==> src/i64alu_pkg.sv <==
`default_nettype none
package i64alu_pkg;

    typedef enum logic [4:0] {
        CMD_ADD    = 5'd0,
        CMD_SUB    = 5'd1,
        CMD_MUL    = 5'd2,
        CMD_DIV    = 5'd3,
        CMD_REM    = 5'd4,
        CMD_DIVMOD = 5'd5,
        CMD_POW    = 5'd6,
        CMD_NEG    = 5'd7,
        CMD_ABS    = 5'd8,
        CMD_NOT    = 5'd9,
        CMD_SHL    = 5'd10,
        CMD_SHR    = 5'd11,
        CMD_AND    = 5'd12,
        CMD_XOR    = 5'd13,
        CMD_OR     = 5'd14,
        CMD_CMP    = 5'd15,
        CMD_HASH   = 5'd16,
        CMD_NZ     = 5'd17
    } cmd_t;

    localparam logic [2:0] CMP_LT = 3'd0;
    localparam logic [2:0] CMP_LE = 3'd1;
    localparam logic [2:0] CMP_EQ = 3'd2;
    localparam logic [2:0] CMP_NE = 3'd3;
    localparam logic [2:0] CMP_GT = 3'd4;
    localparam logic [2:0] CMP_GE = 3'd5;

    localparam logic [1:0] ERR_OK    = 2'd0;
    localparam logic [1:0] ERR_DIV0  = 2'd1;
    localparam logic [1:0] ERR_SHIFT = 2'd2;
    localparam logic [1:0] ERR_EXP   = 2'd3;

    localparam logic [63:0] FNV_BASIS = 64'hCBF29CE484222325;
    localparam logic [63:0] FNV_PRIME = 64'h00000100000001B3;

    // kind of multi-cycle work the datapath runs
    typedef enum logic [2:0] {
        OP_NONE = 3'd0,
        OP_MUL  = 3'd1,
        OP_DIV  = 3'd2,
        OP_POW  = 3'd3,
        OP_HASH = 3'd4
    } op_t;

    typedef struct packed {
        logic load;   // capture the input beat
        logic step;   // advance one iteration
        logic mstart; // launch the shared multiplier
        logic finish; // form the final result
    } ctl_t;

    typedef struct packed {
        op_t  op;     // work class of the loaded item
        logic last;   // iteration count or exponent exhausted
        logic mdone;  // multiplier result ready
    } sts_t;

endpackage
`default_nettype wire

==> src/i64alu_ctrl.sv <==
`default_nettype none
module i64alu_ctrl (
    input  wire logic             clk,
    input  wire logic             rst_n,
    input  wire logic             in_valid,
    output logic                  in_ready,
    output logic                  out_valid,
    input  wire logic             out_ready,
    output i64alu_pkg::ctl_t      ctl,
    input  wire i64alu_pkg::sts_t sts
);
    typedef enum logic [4:0] {
        ST_IDLE  = 5'b00001,
        ST_RUN   = 5'b00010,
        ST_MWAIT = 5'b00100,
        ST_DONE  = 5'b01000,
        ST_OUT   = 5'b10000
    } state_t;

    state_t state_reg, state_next;
    logic   needs_mul;

    // multiply-based work waits for the shared multiplier each step
    assign needs_mul = (sts.op == i64alu_pkg::OP_MUL) || (sts.op == i64alu_pkg::OP_POW)
                    || (sts.op == i64alu_pkg::OP_HASH);

    always_comb
    begin
        state_next = state_reg;
        ctl = '0;
        in_ready = 1'b0;
        out_valid = 1'b0;
        unique case (state_reg)
            ST_IDLE:
            begin
                in_ready = 1'b1;
                if (in_valid)
                begin
                    ctl.load = 1'b1;
                    state_next = ST_RUN;
                end
            end
            ST_RUN:
            begin
                if (sts.op == i64alu_pkg::OP_MUL)
                begin
                    ctl.mstart = 1'b1;
                    state_next = ST_MWAIT;
                end
                else if (sts.op == i64alu_pkg::OP_DIV)
                begin
                    ctl.step = 1'b1;
                    if (sts.last)
                        state_next = ST_DONE;
                end
                else if (needs_mul && !sts.last)
                begin
                    ctl.mstart = 1'b1;
                    state_next = ST_MWAIT;
                end
                else
                    state_next = ST_DONE;
            end
            ST_MWAIT:
            begin
                if (sts.mdone)
                begin
                    if (sts.op == i64alu_pkg::OP_MUL)
                        state_next = ST_DONE;
                    else
                    begin
                        ctl.step = 1'b1;
                        state_next = ST_RUN;
                    end
                end
            end
            ST_DONE:
            begin
                ctl.finish = 1'b1;
                state_next = ST_OUT;
            end
            ST_OUT:
            begin
                out_valid = 1'b1;
                if (out_ready)
                    state_next = ST_IDLE;
            end
            default: state_next = ST_IDLE;
        endcase
    end

    always_ff @(posedge clk or negedge rst_n)
    begin
        if (!rst_n)
            state_reg <= ST_IDLE;
        else
            state_reg <= state_next;
    end

    assert property (@(posedge clk) disable iff (!rst_n) $onehot(state_reg))
        else $error("state not one-hot");
    assert property (@(posedge clk) disable iff (!rst_n) !(in_ready && out_valid))
        else $error("accept while result pending");
    assert property (@(posedge clk) disable iff (!rst_n)
        ctl.finish |=> out_valid)
        else $error("result not presented after finish");
    assert property (@(posedge clk) disable iff (!rst_n)
        (out_valid && !out_ready) |=> out_valid)
        else $error("result dropped");
endmodule
`default_nettype wire

==> config.mk <==
export PLATFORM = sky130hd
export DESIGN_NAME = i64alu_ctrl
export DESIGN_NICKNAME = d
export VERILOG_FILES = /design/src/i64alu_pkg.sv /design/src/i64alu_ctrl.sv
export SDC_FILE = /design/constraint.sdc
export NUM_CORES = 1
export LEC_CHECK = 0
export ABC_AREA = 0
export ABC_CLOCK_PERIOD_IN_PS = 2460
export BUFFER_PORTS_ARGS = -buffer_cell sky130_fd_sc_hd__buf_2
export CAP_MARGIN = 25
export CORE_AREA = 5 5 42 44
export DETAILED_ROUTE_END_ITERATION = 10
export DIE_AREA = 0 0 47 49
export GPL_TIMING_DRIVEN = 0
export PLACE_DENSITY = 0.47
export SLEW_MARGIN = 0
export SYNTH_ARGS = -nofsm -noshare
export SYNTH_HDL_FRONTEND = slang
export SYNTH_SLANG_ARGS = --single-unit
==> constraint.sdc <==
create_clock -name clk -period 2.46 [get_ports clk]
set_clock_uncertainty 0.05 [all_clocks]
set_input_delay 0.246 -clock clk [delete_from_list [all_inputs] [get_ports clk]]
set_output_delay 0.246 -clock clk [all_outputs]
set_load 0.05 [all_outputs]
==> impl_metrics.ini <==
[status]
status = complete, no violations

[worst_setup_path]
worst_r2r_path_depth = 6
r2r_end = state_reg[3]
timing.rr.start = state_reg[3]
worstPathArrival_ns = 2.10
cpPeakStageDelay_ns = 0.47
crit_family = simple AND/OR/NAND/NOR gates
critPathSlowestCell = or4b_1
cp.required_ns = 2.16
cp-startpoint = state_reg[2]
crit_chain = or3_4 > or3b_4 > or4b_1 > nand2_1 > buf_6
endpoint_kind = output pin
crit_end = ctl[2]
path_depth = 5
worst-path-buf-inv = 1
crit_type = flop to output pin
reg2reg_slack_ns = 0.60
crit_path_start_kind = flop
cp_max_fo = 4

[clocking]
cts_buffers = 3
root_buffer = clkbuf_4
cts_tree = yes
cts.sinks = 5
clk_latency_ns = 0.24
cts_max_path_buffers = 2
clkTransAtPathRegs_ns = 0.04
htree_levels = 1

[drt]
drt-initial-drc-count = 4
postRouteWirelength_um = 943
drc_errors = 0
wire_per_inst_um = 11.8
dr.pass1.iters = 3
detail-route-antenna-nets = 0
routed_via_density = 5.03
num_vias = 402

[synthesis]
synth.top_cell.area_share_pct = 27.6
synth_top_area_cell = dfrtp_1
yosysWarnings = 0
synth_nets = 52
synth_commonest_cells = nand2_1 (6), dfrtp_1 (4), nor2_1 (4), a21oi_1 (3)
yosys_most_used_dff = dfrtp_1
synth.most_common_cell = nand2_1
ys_seq_area_share_pct = 34.8
ys_ff_latch = 5
synth.distinct_cells = 27
async_flop_share_pct = 100
synth_edf_count = 0
yosys-top-cells-area = dfrtp_1 (28%), dfstp_2 (7.2%), nand2_1 (6.2%)
syn_inst = 43
synth.avg_cell_area_sq_um = 8.44
synth.cell_area_sq_um = 363

[layout]
multi_input_area_sq_um = 219
drive_gt1_share_pct = 40.6
ff_latch_area_sq_um = 126
final_nets = 74
largest_reg_flops = 5
final_core_util_pct = 36.8
antenna_cells = 0
n_fill_cell = 167
area_growth_syn_to_layout_pct = 42.1
postLayoutCellArea_sq_um = 515
final_cells = 80

[sta]
rsz0062_at_grt = yes
fmax_mhz = 417
maxSlewHeadroom_pct = 74.6
slew_violations = 0
worst_slack_ns = 0.0591
setup_tns_ns = 0
setup_viol = 0
fin_crit_sh_pct = 97.6
worst_slew_pin_slew_ns = 0.378
hold_viol_final = 0
finalCriticalPeriod_ns = 2.40

[power_and_ir_drop]
peakVddDrop_uv = 343
leakage_nw = 0.270
cellPowerDensity_mw_per_mm2 = 1020

[floorplan]
ioPinCount = 15
core_area_sq_mm = 0.00140
rows = 14
dieWidth_um = 47
die_h_um = 49
die_area_sq_mm = 0.00230
initial_core_util_pct = 25.9

[global_route]
grt_pass1_vias = 400
overflow = 0
grt_use_total_pct = 10.0
grt_pass1_wl_um = 1600
grt_max_degree = 8
grt_antenna_before_repair = 0

[placement]
place_ws_ns = 0.0713
dp_hpwl_um = 740
dp_cells = 73
routabilityCongestion = 0.663
port-buffer-count = 14
dpl-instance-area_sq_um = 453

[min_path]
hp-class = primary input to flop

[job]
max_cap_violations = 0
[routing by layer]
metal,global-route usage (%),share of wire (%),routed length (um),vias to the layer above
li1,-,-,-,205
met1,12.0,47,446,182
met2,13.8,44,414,13
met3,4.43,7.3,69,2
met4,6.91,1.3,12,0
met5,0,0,0,-
[timing repair]
item	CTS	global route
setup endpoints to repair	1	1
hold buffers	1	0
pin swaps	1	1
buffers inserted	2	1
gates resized for setup	3	0
endpoints found under the hold margin	5	0
[cell families (layout without fill, tap and decap cells)]
group | after synthesis | in the layout | synth area share [%]
compound gates | 10 | 10 | 18.3
buf+inv | 4 | 25 | 5.52
flops | 5 | 5 | 34.8
simple gates | 24 | 24 | 41.4
[placed cells by master (no fill, tap or decap)]
| cell type | n |
|---|---|
| nor2_1 | 4 |
| or4b_1 | 2 |
| nand2_1 | 6 |
| or3b_2 | 1 |
| nand3b_1 | 1 |
| o221ai_1 | 1 |
| buf_2 | 13 |
| dlygate4sd3_1 | 1 |
| dfrtp_1 | 4 |
| o21ai_1 | 1 |
| o22ai_1 | 2 |
| and2b_2 | 1 |
| o32ai_1 | 1 |
| nor3_1 | 1 |
| nor3b_1 | 1 |
| clkbuf_4 | 3 |
| and4b_1 | 1 |
| o21a_1 | 1 |
| or3b_4 | 1 |
| buf_6 | 1 |
| nand2b_1 | 1 |
| inv_1 | 2 |
| clkbuf_1 | 1 |
| nand4_1 | 1 |
| a21oi_1 | 3 |
| nor4_1 | 1 |
| buf_4 | 4 |
| and3_1 | 1 |
| or3_4 | 1 |
| o2111ai_1 | 1 |
| dfstp_2 | 1 |
[how the worst min path moves through the flow]
stage | from | end | cells after the start
after floorplan | rst_n | state_reg[1] | 0
after global placement | rst_n | state_reg[1] | 1
after detailed placement | rst_n | state_reg[1] | 1
after CTS | in_valid | state_reg[0] | 2
after global routing | in_valid | state_reg[0] | 2
final | in_valid | state_reg[0] | 2
[cell type report]
cell class                      count  share of cell area (%)
Inverter                            2                    1.46
Sequential cell                     5                    24.5
Tap cell                           16                    3.88
Timing Repair Buffer               18                    21.1
Clock buffer                        4                    5.10
Multi-Input combinational cell     34                    42.5
Buffer                              1                    1.46
[metrics by stage]
step | hold WS [ns] | power (mW)
final | 0.173 | 0.523
after global routing | 0.158 | 0.572
after CTS | 0.164 | 0.528
after detailed placement | 0.0110 | 0.412
after global placement | 0.00961 | 0.413
after floorplan | -0.0996 | 0.346
[report_power, final]
group | internal, mW | switching [mW] | leakage (nW)
clock network | 0.0611 | 0.0299 | 0.0150
logic | 0.113 | 0.182 | 0.191
registers | 0.114 | 0.0235 | 0.0644
(Power assumes the default switching activity.)
